File: src/pfr_pkg.sv
// Shared types and constants for the packet frame receiver.
// Holds the controller states, register indexes and the command/status structs.
// No dependencies.
package pfr_pkg;

	localparam int BYTE_W    = 8;
	localparam int LEN_W     = 7;
	localparam int IDX_W     = 6;
	localparam int CFG_IDX_W = 2;

	// Register indexes on the configuration port
	localparam logic [CFG_IDX_W-1:0] CFG_FIRST_HEADER  = 2'd0;
	localparam logic [CFG_IDX_W-1:0] CFG_SECOND_HEADER = 2'd1;
	localparam logic [CFG_IDX_W-1:0] CFG_MAX_LENGTH    = 2'd2;

	// Register reset values
	localparam logic [BYTE_W-1:0] FIRST_HEADER_RST  = 8'hAA;
	localparam logic [BYTE_W-1:0] SECOND_HEADER_RST = 8'h55;
	localparam logic [LEN_W-1:0]  MAX_LENGTH_RST    = 7'd64;

	typedef enum logic [3:0] {
		ST_HUNT1,
		ST_HUNT2,
		ST_TYPE,
		ST_CMD,
		ST_LEN,
		ST_DATA,
		ST_SUM,
		ST_RD_REQ,
		ST_RD_LOAD
	} state_t;

	// Controller to datapath
	typedef struct packed {
		logic type_load;   // take device type, restart checksum
		logic cmd_load;    // take command byte
		logic len_load;    // take length byte, clear fill index
		logic data_load;   // store payload byte
		logic rd_start;    // clear readout index
		logic rd_issue;    // read buffer at readout index
		logic rd_load;     // move buffer word to output register
		logic empty_load;  // output register gets the empty-frame result
	} dp_cmd_t;

	// Datapath to controller
	typedef struct packed {
		logic is_first;    // input byte matches first header
		logic is_second;   // input byte matches second header
		logic len_over;    // input length above the effective limit
		logic len_zero;    // input length is zero
		logic fill_done;   // this payload byte is the frame's last
		logic sum_ok;      // input byte matches inverted running sum
		logic held_zero;   // held length is zero
		logic rd_last;     // current readout word is the frame's last
		logic out_busy;    // output register holds an untaken word
		logic out_free;    // output register free in this cycle
	} dp_stat_t;

endpackage

File: src/pfr_ram.sv
// Generic single-port-write, single-port-read RAM with registered read data.
// Used for the payload buffer. No dependencies.
module pfr_ram #(
	parameter int WIDTH  = 8,
	parameter int DEPTH  = 64,
	parameter int ADDR_W = (DEPTH > 1) ? $clog2(DEPTH) : 1
) (
	input  logic              clk,
	input  logic              we,
	input  logic [ADDR_W-1:0] waddr,
	input  logic [WIDTH-1:0]  wdata,
	input  logic              re,
	input  logic [ADDR_W-1:0] raddr,
	output logic [WIDTH-1:0]  rdata
);

	logic [WIDTH-1:0] mem_q [DEPTH];
	logic [WIDTH-1:0] rdata_q;

	always_ff @(posedge clk) begin
		if (we)
			mem_q[waddr] <= wdata;
		if (re)
			rdata_q <= mem_q[raddr];
	end

	assign rdata = rdata_q;

endmodule

File: src/pfr_ctrl.sv
// Frame parser controller: header hunt, field sequencing and buffer readout.
// Depends on pfr_pkg; drives the datapath through dp_cmd_t, reads dp_stat_t.
module pfr_ctrl (
	input  logic              clk,
	input  logic              arst_n,
	input  logic              in_valid,
	output logic              in_ready,
	output pfr_pkg::dp_cmd_t  cmd,
	input  pfr_pkg::dp_stat_t stat
);
	import pfr_pkg::*;

	state_t state_q, state_nx;
	logic   in_fire;

	// State register
	always_ff @(posedge clk or negedge arst_n) begin
		if (!arst_n)
			state_q <= ST_HUNT1;
		else
			state_q <= state_nx;
	end

	// Input handshake: checksum byte waits until the output register is empty
	always_comb begin
		unique case (state_q)
			ST_HUNT1, ST_HUNT2, ST_TYPE, ST_CMD, ST_LEN, ST_DATA: in_ready = 1'b1;
			ST_SUM:                                              in_ready = !stat.out_busy;
			default:                                             in_ready = 1'b0;
		endcase
	end

	assign in_fire = in_valid && in_ready;

	// Next state
	always_comb begin
		state_nx = state_q;
		unique case (state_q)
			ST_HUNT1: if (in_fire && stat.is_first) state_nx = ST_HUNT2;
			ST_HUNT2: begin
				if (in_fire) begin
					if (stat.is_second)
						state_nx = ST_TYPE;
					else if (!stat.is_first)
						state_nx = ST_HUNT1;
				end
			end
			ST_TYPE: if (in_fire) state_nx = ST_CMD;
			ST_CMD:  if (in_fire) state_nx = ST_LEN;
			ST_LEN: begin
				if (in_fire) begin
					if (stat.len_over)
						state_nx = ST_HUNT1;
					else if (stat.len_zero)
						state_nx = ST_SUM;
					else
						state_nx = ST_DATA;
				end
			end
			ST_DATA: if (in_fire && stat.fill_done) state_nx = ST_SUM;
			ST_SUM: begin
				if (in_fire) begin
					if (stat.sum_ok && !stat.held_zero)
						state_nx = ST_RD_REQ;
					else
						state_nx = ST_HUNT1;
				end
			end
			ST_RD_REQ:  if (stat.out_free) state_nx = ST_RD_LOAD;
			ST_RD_LOAD: state_nx = stat.rd_last ? ST_HUNT1 : ST_RD_REQ;
			default:    state_nx = ST_HUNT1;
		endcase
	end

	// Datapath commands
	always_comb begin
		cmd = '0;
		unique case (state_q)
			ST_TYPE: cmd.type_load = in_fire;
			ST_CMD:  cmd.cmd_load  = in_fire;
			ST_LEN:  cmd.len_load  = in_fire;
			ST_DATA: cmd.data_load = in_fire;
			ST_SUM: begin
				cmd.rd_start   = in_fire;
				cmd.empty_load = in_fire && stat.sum_ok && stat.held_zero;
			end
			ST_RD_REQ:  cmd.rd_issue = stat.out_free;
			ST_RD_LOAD: cmd.rd_load  = 1'b1;
			default:    cmd = '0;
		endcase
	end

	// No input word is taken while the buffer is being read out
	a_no_input_in_readout: assert property (@(posedge clk) disable iff (!arst_n)
		(state_q == ST_RD_REQ || state_q == ST_RD_LOAD) |-> !in_ready)
		else $error("input accepted during readout");

	// A buffer read is always followed by the output load
	a_issue_then_load: assert property (@(posedge clk) disable iff (!arst_n)
		cmd.rd_issue |=> cmd.rd_load)
		else $error("buffer read not followed by output load");

	// Readout only starts after a good checksum on a nonempty frame
	a_readout_entry: assert property (@(posedge clk) disable iff (!arst_n)
		(state_q == ST_SUM && state_nx == ST_RD_REQ) |-> (stat.sum_ok && !stat.held_zero))
		else $error("readout started without a good checksum");

endmodule

File: src/pfr_dp.sv
// Frame parser datapath: config registers, header/length checks, running sum,
// payload buffer and output register. Depends on pfr_pkg and pfr_ram.
module pfr_dp #(
	parameter int BUFFER_DEPTH = 64
) (
	input  logic                          clk,
	input  logic                          arst_n,
	input  logic                          cfg_we,
	input  logic [pfr_pkg::CFG_IDX_W-1:0] cfg_index,
	input  logic [pfr_pkg::BYTE_W-1:0]    cfg_data,
	input  logic [pfr_pkg::BYTE_W-1:0]    rx_byte,
	input  pfr_pkg::dp_cmd_t              cmd,
	output pfr_pkg::dp_stat_t             stat,
	output logic                          out_valid,
	input  logic                          out_ready,
	output logic [pfr_pkg::BYTE_W-1:0]    device_type,
	output logic [pfr_pkg::BYTE_W-1:0]    command,
	output logic [pfr_pkg::LEN_W-1:0]     payload_length,
	output logic [pfr_pkg::IDX_W-1:0]     byte_index,
	output logic [pfr_pkg::BYTE_W-1:0]    payload_byte,
	output logic                          has_payload,
	output logic                          last
);
	import pfr_pkg::*;

	localparam int               ADDR_W    = (BUFFER_DEPTH > 1) ? $clog2(BUFFER_DEPTH) : 1;
	localparam logic [LEN_W-1:0] DEPTH_LEN = LEN_W'(BUFFER_DEPTH);

	logic [BYTE_W-1:0] first_hdr_q, second_hdr_q;
	logic [LEN_W-1:0]  max_len_q;
	logic [BYTE_W-1:0] sum_q, type_q, cmd_q;
	logic [LEN_W-1:0]  len_q, fill_q, rd_q;
	logic [LEN_W-1:0]  limit, fill_inc, rd_inc;
	logic [BYTE_W-1:0] ram_rdata;
	logic              out_valid_q;
	logic [BYTE_W-1:0] out_type_q, out_cmd_q, out_byte_q;
	logic [LEN_W-1:0]  out_len_q;
	logic [IDX_W-1:0]  out_idx_q;
	logic              out_has_q, out_last_q;

	// Configuration registers
	always_ff @(posedge clk or negedge arst_n) begin
		if (!arst_n) begin
			first_hdr_q  <= FIRST_HEADER_RST;
			second_hdr_q <= SECOND_HEADER_RST;
			max_len_q    <= MAX_LENGTH_RST;
		end else if (cfg_we) begin
			unique case (cfg_index)
				CFG_FIRST_HEADER:  first_hdr_q  <= cfg_data;
				CFG_SECOND_HEADER: second_hdr_q <= cfg_data;
				CFG_MAX_LENGTH:    max_len_q    <= cfg_data[LEN_W-1:0];
				default:           ;
			endcase
		end
	end

	// Length limit saturates at the buffer depth
	assign limit    = (max_len_q > DEPTH_LEN) ? DEPTH_LEN : max_len_q;
	assign fill_inc = fill_q + LEN_W'(1);
	assign rd_inc   = rd_q + LEN_W'(1);

	// Frame fields, running sum and counters
	always_ff @(posedge clk or negedge arst_n) begin
		if (!arst_n) begin
			sum_q  <= '0;
			type_q <= '0;
			cmd_q  <= '0;
			len_q  <= '0;
			fill_q <= '0;
			rd_q   <= '0;
		end else begin
			if (cmd.type_load) begin
				sum_q  <= rx_byte;
				type_q <= rx_byte;
			end
			if (cmd.cmd_load || cmd.len_load || cmd.data_load)
				sum_q <= sum_q + rx_byte;
			if (cmd.cmd_load)
				cmd_q <= rx_byte;
			if (cmd.len_load) begin
				fill_q <= '0;
				if (!stat.len_over)
					len_q <= rx_byte[LEN_W-1:0];
			end
			if (cmd.data_load)
				fill_q <= fill_inc;
			if (cmd.rd_start)
				rd_q <= '0;
			else if (cmd.rd_load)
				rd_q <= rd_inc;
		end
	end

	// Payload buffer
	pfr_ram #(
		.WIDTH (BYTE_W),
		.DEPTH (BUFFER_DEPTH),
		.ADDR_W(ADDR_W)
	) u_buf (
		.clk  (clk),
		.we   (cmd.data_load),
		.waddr(fill_q[ADDR_W-1:0]),
		.wdata(rx_byte),
		.re   (cmd.rd_issue),
		.raddr(rd_q[ADDR_W-1:0]),
		.rdata(ram_rdata)
	);

	// Output register valid
	always_ff @(posedge clk or negedge arst_n) begin
		if (!arst_n)
			out_valid_q <= 1'b0;
		else if (cmd.rd_load || cmd.empty_load)
			out_valid_q <= 1'b1;
		else if (out_ready)
			out_valid_q <= 1'b0;
	end

	// Output register payload
	always_ff @(posedge clk) begin
		if (cmd.rd_load || cmd.empty_load) begin
			out_type_q <= type_q;
			out_cmd_q  <= cmd_q;
		end
		if (cmd.rd_load) begin
			out_len_q  <= len_q;
			out_idx_q  <= rd_q[IDX_W-1:0];
			out_byte_q <= ram_rdata;
			out_has_q  <= 1'b1;
			out_last_q <= (rd_inc == len_q);
		end else if (cmd.empty_load) begin
			out_len_q  <= '0;
			out_idx_q  <= '0;
			out_byte_q <= '0;
			out_has_q  <= 1'b0;
			out_last_q <= 1'b1;
		end
	end

	assign out_valid      = out_valid_q;
	assign device_type    = out_type_q;
	assign command        = out_cmd_q;
	assign payload_length = out_len_q;
	assign byte_index     = out_idx_q;
	assign payload_byte   = out_byte_q;
	assign has_payload    = out_has_q;
	assign last           = out_last_q;

	// Status to the controller
	always_comb begin
		stat.is_first  = (rx_byte == first_hdr_q);
		stat.is_second = (rx_byte == second_hdr_q);
		stat.len_over  = (rx_byte > {1'b0, limit});
		stat.len_zero  = (rx_byte == '0);
		stat.fill_done = (fill_inc >= len_q);
		stat.sum_ok    = (~sum_q == rx_byte);
		stat.held_zero = (len_q == '0);
		stat.rd_last   = (rd_inc == len_q);
		stat.out_busy  = out_valid_q;
		stat.out_free  = !out_valid_q || out_ready;
	end

	// Output register is never overwritten while a word waits
	a_no_overwrite: assert property (@(posedge clk) disable iff (!arst_n)
		(cmd.rd_load || cmd.empty_load) |-> (!out_valid_q || out_ready))
		else $error("output word overwritten");

	// Payload writes stay inside the buffer
	a_fill_in_range: assert property (@(posedge clk) disable iff (!arst_n)
		cmd.data_load |-> (fill_q < DEPTH_LEN && fill_q < len_q))
		else $error("payload write beyond buffer");

	// Readout never passes the held length
	a_rd_in_range: assert property (@(posedge clk) disable iff (!arst_n)
		cmd.rd_load |-> (rd_q < len_q))
		else $error("readout beyond frame length");

endmodule

File: src/packet_frame_receiver_top.sv
// Packet frame receiver top level: wires controller and datapath together.
// Depends on pfr_pkg, pfr_ctrl, pfr_dp (and pfr_ram through pfr_dp).
//
// Takes one received byte per input word and parses frames of the form
// first header, second header, device type, command, length, payload,
// checksum; the checksum is the inverted 8-bit sum of type through payload.
// Every byte before the checksum is taken at once. A good frame is then
// read out of the payload buffer, one output word per payload byte (or one
// word for an empty frame, marked by has_payload low), with last set on the
// frame's final word; bad or over-long frames produce nothing. The readout
// runs from a registered-read buffer, each word passing through a read-request
// state and a load state, and the input is held off until the frame's last
// word is loaded. The checksum byte is taken only once the output register is
// empty; all other bytes are taken while a word still waits at the output.
// Configuration writes act at once.
module packet_frame_receiver_top #(
	parameter int BUFFER_DEPTH = 64
) (
	input  logic                          clk,
	input  logic                          arst_n,
	input  logic                          cfg_we,
	input  logic [pfr_pkg::CFG_IDX_W-1:0] cfg_index,
	input  logic [pfr_pkg::BYTE_W-1:0]    cfg_data,
	input  logic                          in_valid,
	output logic                          in_ready,
	input  logic [pfr_pkg::BYTE_W-1:0]    rx_byte,
	output logic                          out_valid,
	input  logic                          out_ready,
	output logic [pfr_pkg::BYTE_W-1:0]    device_type,
	output logic [pfr_pkg::BYTE_W-1:0]    command,
	output logic [pfr_pkg::LEN_W-1:0]     payload_length,
	output logic [pfr_pkg::IDX_W-1:0]     byte_index,
	output logic [pfr_pkg::BYTE_W-1:0]    payload_byte,
	output logic                          has_payload,
	output logic                          last
);
	import pfr_pkg::*;

	dp_cmd_t  cmd;
	dp_stat_t stat;

	// Sequencing
	pfr_ctrl u_ctrl (
		.clk     (clk),
		.arst_n  (arst_n),
		.in_valid(in_valid),
		.in_ready(in_ready),
		.cmd     (cmd),
		.stat    (stat)
	);

	// Registers, buffer and output word
	pfr_dp #(
		.BUFFER_DEPTH(BUFFER_DEPTH)
	) u_dp (
		.clk           (clk),
		.arst_n        (arst_n),
		.cfg_we        (cfg_we),
		.cfg_index     (cfg_index),
		.cfg_data      (cfg_data),
		.rx_byte       (rx_byte),
		.cmd           (cmd),
		.stat          (stat),
		.out_valid     (out_valid),
		.out_ready     (out_ready),
		.device_type   (device_type),
		.command       (command),
		.payload_length(payload_length),
		.byte_index    (byte_index),
		.payload_byte  (payload_byte),
		.has_payload   (has_payload),
		.last          (last)
	);

endmodule

File: config.mk
export PLATFORM = sky130hd
export DESIGN_NAME = packet_frame_receiver_top
export DESIGN_NICKNAME = d
export VERILOG_FILES = /design/src/pfr_pkg.sv /design/src/pfr_ram.sv /design/src/pfr_ctrl.sv /design/src/pfr_dp.sv /design/src/packet_frame_receiver_top.sv
export SDC_FILE = /design/constraint.sdc
export NUM_CORES = 1
export LEC_CHECK = 0
export BUFFER_PORTS_ARGS = -buffer_cell sky130_fd_sc_hd__buf_2
export CELL_PAD_IN_SITES_DETAIL_PLACEMENT = 1
export CELL_PAD_IN_SITES_GLOBAL_PLACEMENT = 1
export CORE_MARGIN = 5
export CORE_UTILIZATION = 25
export CTS_BUF_LIST = sky130_fd_sc_hd__clkbuf_16
export CTS_CLUSTER_DIAMETER = 200
export CTS_CLUSTER_SIZE = 16
export DETAILED_ROUTE_END_ITERATION = 8
export HOLD_SLACK_MARGIN = 0.1
export PLACE_DENSITY = 0.51
export SYNTH_ARGS = -nofsm -noshare
export SYNTH_HDL_FRONTEND = slang
export SYNTH_HIERARCHICAL = 1
export SYNTH_SLANG_ARGS = --single-unit
File: constraint.sdc
create_clock -name clk -period 2.8 [get_ports clk]
set_input_delay 0.14 -clock clk [delete_from_list [all_inputs] [get_ports clk]]
set_output_delay 0.14 -clock clk [all_outputs]
set_load 0.02 [all_outputs]
==> key figures, run 1 <==
Worst setup path
  – R2r setup slk: 0.11 ns
  – CP Max Fanout: 16
  – CP arrival: just over 3 ns
  – CP Data Required Time: 3.13 ns
  – Crit start category: flip-flop
  – Slowest CP cell: mux4_2
  – Worst setup EP type: flip-flop
  – CP max stage delay: between 0.5 and 0.6 ns
  – CP Class: reg -> reg
  – Cell Chain, Critical Path: buf_4 -> buf_12 -> buf_12 -> mux4_2 -> mux4_2 -> o21ai_1 -> o41ai_1

Cells and area
  – Fraction of layout cells with a size suffix above 1: 0.302
  – Fin area: 30400 um2
  – Nets@finish: around 1700
  – Most common cell after layout, fill and taps aside: edfxtp_1
  – Area growth syn-to-layout: 17.4%
  – Commonest cells after routing, fill and taps aside: edfxtp_1 (558), buf_4 (154), mux4_2 (126), nor2_1 (113), buf_2 (62)

Die
  – Die ar.: ~110000 um2
  – # IOs: 64
  – Initial core utilization: 0.251
  – Site Rows: 118
  – DIE WIDTH: 332 um
  – Placeable Area: slightly above 100000 um2
  – Die boundary height: 332 um

STA
  – Slew @ Worst Pin: slightly above 1 ns
  – Final setup viols: 0
  – Setup Skew: around 0.028 ns
  – Rel. slew slack: 0.321
  – Final period utilization: 0.960
  – Slew Limit Fails: 0
  – Final Hold Viols: 0
  – Post-Route Setup TNS: 0 ns
  – Fmax: 372 MHz
  – Post-route minimum period: 2.69 ns
  – Hold WS: approximately 0.11 ns

Power
  – Net Sw Power: just over 4000 uW
  – Internal: ~14000 uW
  – Leakage power: roughly 0.011 uW
  – Sequential power share: 0.587
  – Clock power share: 0.332
  – Maximum vdd drop: roughly 420 uV
  – Total Power: 18100 uW
  – Cell Pwr Density: approximately 600 nW/um2
  – Sw Ratio: 0.226
  – Comb pwr share: 0.081

GRT
  – Largest net degree at the start of global routing: 74
  – First-pass GRT wire length: roughly 100 mm
  – Initial antenna violation count: 3
  – Vias in the first global route: between 10000 and 15000
  – Aggregate global routing overflow: 0
  – GRT Util Overall: 0.121

Detailed routing
  – Post-Route WL: approximately 70 mm
  – Initial drt markers: a little over 800
  – Vias/cell: ~4.5
  – Drt first pass iters: 4
  – Vias: approximately 14000
  – Post-detailed-route wirelength per cell: about 22 um
  – # DRC: 0
  – Final ANT Viol Nets: 0

Worst hold path
  – Hold crit path type: in -> reg

Synth
  – Syn_nets: ~1500
  – Unique masters post-synth: 74
  – Seq/Total Area, Yosys: 0.718
  – YS warnings: 6
  – Syn Inst Count: approximately 1400
  – Post-synth top area share: 0.646
  – Netlist area before placement: around 26000 um2
  – Main synth FF type: edfxtp_1
  – Leading area contributor after synthesis: edfxtp_1
  – Post-synth ARST share: 0.116
  – Synthesized area per cell: between 15 and 20 um2
  – Synth Register Bits: ~630
  – Number of synthesized flops with an enable pin: roughly 560
  – Cells taking the most area after synthesis: edfxtp_1 (65%), mux4_2 (11%), dfrtp_1 (6.2%)

Run status
  – Outcome: finished clean

Clocking
  – Clock root cell: clkbuf_16
  – Num CTS Buffers: 45
  – Worst-case clock buffer depth: 3
  – CTS tree: built
  – Sink Count: around 630
  – Worst-path clk slew: 0.08 ns
  – Clk_lat worst skew: about 0.59 ns
  – H-tree Lvls: 2

Place
  – Placed cell area: approximately 29000 um2
  – GPL Wtd Cong: around 0.77
  – Buffers on Ports: 63
  – Hpwl dp: 46.1 mm

Job
  – Max Cap Viol: 0
[logic make-up after synthesis]
| logic type | synth area share |
|---|---|
| flops | 0.718 |
| simple gates | 0.0594 |
| mux | 0.146 |
| compound gates | 0.0329 |
| buf+inv | 0.0195 |
| xor+xnor | 0.0125 |
| fa+ha+maj | 0.0119 |
[cells in the mapped netlist, types with 3 or more instances]
library cell and n:
xor2_1 7, nor3_1 12, o22ai_1 8, or3_1 4
or4_1 3, o21ai_0 21, dfrtp_1 64, nor4_1 4
edfxtp_1 558, and2_1 21, o31ai_1 5, mux2_2 58
o2111ai_1 3, a31oi_1 3, nor2_1 113, buf_4 15
nor3b_1 5, xnor2_1 30, a221oi_1 6, dfstp_2 9
o21a_1 3, nand3_1 25, clkbuf_1 26, ha_1 23
a21oi_1 16, buf_2 19, nand2_1 51, a211oi_1 6
o221ai_1 11, a22oi_1 3, nand3b_1 7, nor2b_1 20
buf_6 6, o21ai_1 4, inv_1 21, nand4_1 11
o2bb2ai_1 3, nand2b_1 18, mux4_2 126, buf_1 4
and3_1 4, mux2i_1 30
[final timing paths]
path	start	endpoint	cells past startpoint
max	u_dp/rd_q[0]$_DFFE_PN0P_	u_dp/u_buf/rdata[3]$_DFFE_PP_	7
min	rx_byte[0]	u_dp/sum_q[0]$_DFFE_PN0P_	4
max reg2reg	u_dp/rd_q[0]$_DFFE_PN0P_	u_dp/u_buf/rdata[3]$_DFFE_PP_	7
min reg2reg	u_dp/type_q[7]$_DFFE_PN0P_	u_dp/device_type[7]$_DFFE_PP_	0
max in group asynchronous	arst_n	u_dp/rd_q[1]$_DFFE_PN0P_	2
min in group asynchronous	arst_n	u_dp/cmd_q[2]$_DFFE_PN0P_	2
[per-stage QoR]
step                setup WS, ns  instances  utilization
floorplan                  0.210       1429            -
global placement         -0.0362       2961        0.280
detailed placement       -0.0974       2961        0.280
CTS                      0.00161       3044        0.293
global route             -0.0255       3048        0.295
finish                     0.112       3049        0.295
[registers in the layout, indices dropped and copies added, names as in the netlist, 8 cells and up]
name and count:
u_dp/payload_byte 8, u_dp/device_type 8, u_dp/cmd_q 8, u_dp/second_hdr_q 8
u_dp/u_buf/rdata 8, u_dp/type_q 8, u_dp/first_hdr_q 8, u_dp/sum_q 8
u_dp/command 8, u_dp/u_buf/mem_q 512
[metal layers]
metal | share of wire | vias up | track usage
li1 | - | 6076 | -
met1 | 0.45 | 7372 | 0.165
met2 | 0.50 | 218 | 0.209
met3 | 0.033 | 71 | 0.0165
met4 | 0.018 | 2 | 0.0264
met5 | 0.00012 | - | 0
[power by group through the flow]
stage	logic, uW	clock network (uW)	registers [uW]
3_5_place_dp	1440	0	10900
6_report	1480	6020	10600
4_1_cts	1460	6280	10600
3_3_place_gp	1390	0	10800
2_1_floorplan	885	0	10800
5_1_grt	1630	6660	10700
[critical path: cells and delay by family, from the launching register on]
family                 cells  cell delay, ns
multiplexers               2            1.04
flip-flops                 1            0.51
buffers and inverters      3            0.49
AO/OA/AOI/OAI              2            0.39
[what timing repair did]
action,CTS,global route
hold endpoints to repair,99,0
gates cloned,0,0
buffers inserted,0,4
pin swaps,4,8
gates resized for setup,7,18
hold buffers,17,0
endpoints found under the setup margin,4,116
[layout make-up]
class,count,area (um2)
antenna,1,2.50
clock buffer,45,1130
clock inverter,21,93.8
fill,10800,72900
inverter,21,78.8
multi-input combinational,704,6930
sequential,632,18600
tap,1380,1730
timing repair buffer,245,1860
No activity file was read; power rests on OpenSTA's default activity.
==> run 2: changes to the inputs <==
- CORE_MARGIN: 5 -> not set
==> key figures, run 2 (synthesis results as in run 1) <==
Detailed routing
  – Initial drt markers: 919 (was 822)
  – Post-detailed-route wirelength per cell: 23.1 um (was 22.5 um)
  – Drt first pass iters: 5 (was 4)
  – Post-Route WL: 70.2 mm (was 68.5 mm)
  – Routed length on met2: 33.9 mm (was 34.2 mm)
  – Final ANT Viol Nets: 0 (unchanged)
  – Met3 WL post-DR: 2.82 mm (was 2.28 mm)
  – DR top layer: met4 (was met5)
  – Vias/cell: 4.52 (was 4.51)
  – # DRC: 0 (unchanged)
  – Vias: 13700 (about the same)
  – M1 wire length: 31.7 mm (was 30.7 mm)

Clocking
  – H-tree Lvls: 2 (unchanged)
  – Clock root cell: clkbuf_16 (unchanged)
  – Worst-path clk slew: 0.08 ns (about the same)
  – CTS tree: built (unchanged)
  – Clk_lat worst skew: 0.60 ns (was 0.59 ns)
  – Sink Count: 632 (unchanged)
  – Num CTS Buffers: 45 (unchanged)
  – Worst-case clock buffer depth: 3 (unchanged)

Run status
  – Outcome: finished clean (unchanged)

Power
  – Leakage power: 0.0105 uW (was 0.0106 uW)
  – Cell Pwr Density: 600 nW/um2 (was 596 nW/um2)
  – Clock power share: 0.338 (was 0.332)
  – Total Power: 18300 uW (was 18100 uW)
  – Comb pwr share: 0.079 (was 0.081)
  – Internal: 14100 uW (was 14000 uW)
  – Net Sw Power: 4180 uW (was 4110 uW)
  – Sequential power share: 0.583 (was 0.587)
  – Sw Ratio: 0.229 (was 0.226)
  – Maximum vdd drop: 351 uV (was 423 uV)

Worst setup path
  – R2r setup slk: 0.12 ns (was 0.11 ns)
  – Critical path endpoint: u_dp/u_buf/rdata[7]$_DFFE_PP_ (was u_dp/u_buf/rdata[3]$_DFFE_PP_)
  – CP Class: reg -> reg (unchanged)
  – Crit path launch: u_dp/rd_q[0]$_DFFE_PN0P_ (unchanged)
  – Critical R2R Capture: u_dp/u_buf/rdata[7]$_DFFE_PP_ (was u_dp/u_buf/rdata[3]$_DFFE_PP_)
  – CP Max Fanout: 24 (was 16)
  – Worst setup EP type: flip-flop (unchanged)
  – RR Startpoint: u_dp/rd_q[0]$_DFFE_PN0P_ (unchanged)
  – CP arrival: 3.02 ns (about the same)
  – CP Data Required Time: 3.14 ns (was 3.13 ns)
  – Crit start category: flip-flop (unchanged)
  – Path depth of the worst reg2reg path: 6 (was 7)

Job
  – Max Cap Viol: 0 (unchanged)

STA
  – Final period utilization: 0.957 (was 0.960)
  – Post-Route Setup TNS: 0 ns (unchanged)
  – Slew @ Worst Pin: 1.02 ns (about the same)
  – Setup Skew: 0.0262 ns (was 0.0285 ns)
  – Slew Limit Fails: 0 (unchanged)
  – Final Hold Viols: 0 (unchanged)
  – Fmax: 373 MHz (was 372 MHz)
  – Final setup viols: 0 (unchanged)
  – Hold WS: 0.123 ns (was 0.111 ns)
  – Rel. slew slack: 0.320 (was 0.321)
  – Post-route minimum period: 2.68 ns (was 2.69 ns)

Cells and area
  – Finished Core Util: 0.297 (was 0.295)
  – Fillers: 10600 (was 10800)
  – Area growth syn-to-layout: 17.3% (was 17.4%)
  – Commonest cells after routing, fill and taps aside: edfxtp_1 (558), buf_4 (148), mux4_2 (126), nor2_1 (113), buf_2 (62) (was edfxtp_1 (558), buf_4 (154), mux4_2 (126), nor2_1 (113), buf_2 (62))
  – Final non-filler cell total: 3034 (was 3049)
  – Most flop-heavy register: u_dp/u_buf/mem_q (unchanged)
  – Most common cell after layout, fill and taps aside: edfxtp_1 (unchanged)
  – Max reg flops: 512 (unchanged)
  – Nets@finish: 1693 (was 1696)
  – Fraction of layout cells with a size suffix above 1: 0.298 (was 0.302)

Worst hold path
  – Hold crit path type: in -> reg (unchanged)

Place
  – Dpl cells: 2943 (was 2961)
  – Hpwl dp: 45.5 mm (was 46.1 mm)
  – Buffers on Ports: 63 (unchanged)
  – GPL Wtd Cong: 0.780 (was 0.766)

GRT
  – Aggregate global routing overflow: 0 (unchanged)
  – First-pass GRT wire length: 102 mm (was 101 mm)
  – Initial antenna violation count: 5 (was 3)
  – GRT Util Overall: 0.134 (was 0.121)
  – Vias in the first global route: 14800 (was 14700)
  – Largest net degree at the start of global routing: 74 (unchanged)

Die
  – Placeable Area: 102000 um2 (was 103000 um2)
  – Site Rows: 117 (was 118)
  – Die ar.: 105000 um2 (was 110000 um2)
  – # IOs: 64 (unchanged)
  – Die boundary height: 324 um (was 332 um)
  – DIE WIDTH: 324 um (was 332 um)
  – Initial core utilization: 0.253 (was 0.251)
[run 2: worst max-delay path, stage by stage, from the launching register on]
cell	delay, ns
dfrtp_4	0.56
buf_12	0.20
buf_12	0.23
mux4_2	0.54
mux4_2	0.51
o21ai_1	0.28
nand2_1	0.08
[run 2: metal layers]
layer  vias up  track usage
met5         -            0
met1      7301        0.183
met3        82       0.0192
li1       6078            -
met4         0       0.0395
met2       245        0.222
[run 2: layout make-up]
type | instances | area, um2 | area share
antenna | 2 | 5.00 | 0.000164
clock buffer | 46 | 1150 | 0.0378
clock inverter | 19 | 88.8 | 0.00292
inverter | 21 | 78.8 | 0.00259
multi-input combinational | 704 | 6910 | 0.227
sequential | 632 | 18600 | 0.612
tap | 1368 | 1710 | 0.0562
timing repair buffer | 242 | 1850 | 0.0609
[run 2: what timing repair did]
action                     in CTS  in global routing
setup endpoints to repair       2                  4
resized for setup               4                 18
pin swaps                       0                  6
gates cloned                    0                  0
setup buffers                   0                  4
hold endpoints to repair      103                  0
hold buffers                   20                  0
[run 2: power groups by stage]
| stage | Combinational [uW] | Sequential (uW) | Clock, uW |
|---|---|---|---|
| 3_3_place_gp | 1390 | 10800 | 0 |
| 5_1_grt | 1600 | 10700 | 6690 |
| 3_5_place_dp | 1430 | 10900 | 0 |
| 6_report | 1450 | 10600 | 6160 |
| 2_1_floorplan | 885 | 10800 | 0 |
| 4_1_cts | 1460 | 10600 | 6430 |
[run 2: metrics by stage]
| stage | setup WS, ns | cell area, um2 |
|---|---|---|
| after CTS | 0.0186 | 30300 |
| after detailed placement | -0.159 | 28900 |
| after floorplan | 0.210 | 25900 |
| after global placement | -0.236 | 28900 |
| after global routing | -0.0203 | 30400 |
| final | 0.119 | 30400 |
[run 2: worst min-delay path by stage]
stage,startpoint,end,slack (ns),cells past startpoint
finish,rx_byte[7],u_dp/u_buf/mem_q[62][7]$_DFFE_PP_,0.12,1
floorplan,arst_n,u_ctrl/state_q[0]$_DFFE_PN0P_,-0.16,0
global route,rx_byte[7],u_dp/u_buf/mem_q[62][7]$_DFFE_PP_,0.13,1
detailed placement,arst_n,u_dp/cmd_q[3]$_DFFE_PN0P_,0.40,1
global placement,arst_n,u_dp/cmd_q[3]$_DFFE_PN0P_,0.38,1
CTS,rx_byte[7],u_dp/u_buf/mem_q[62][7]$_DFFE_PP_,0.12,1
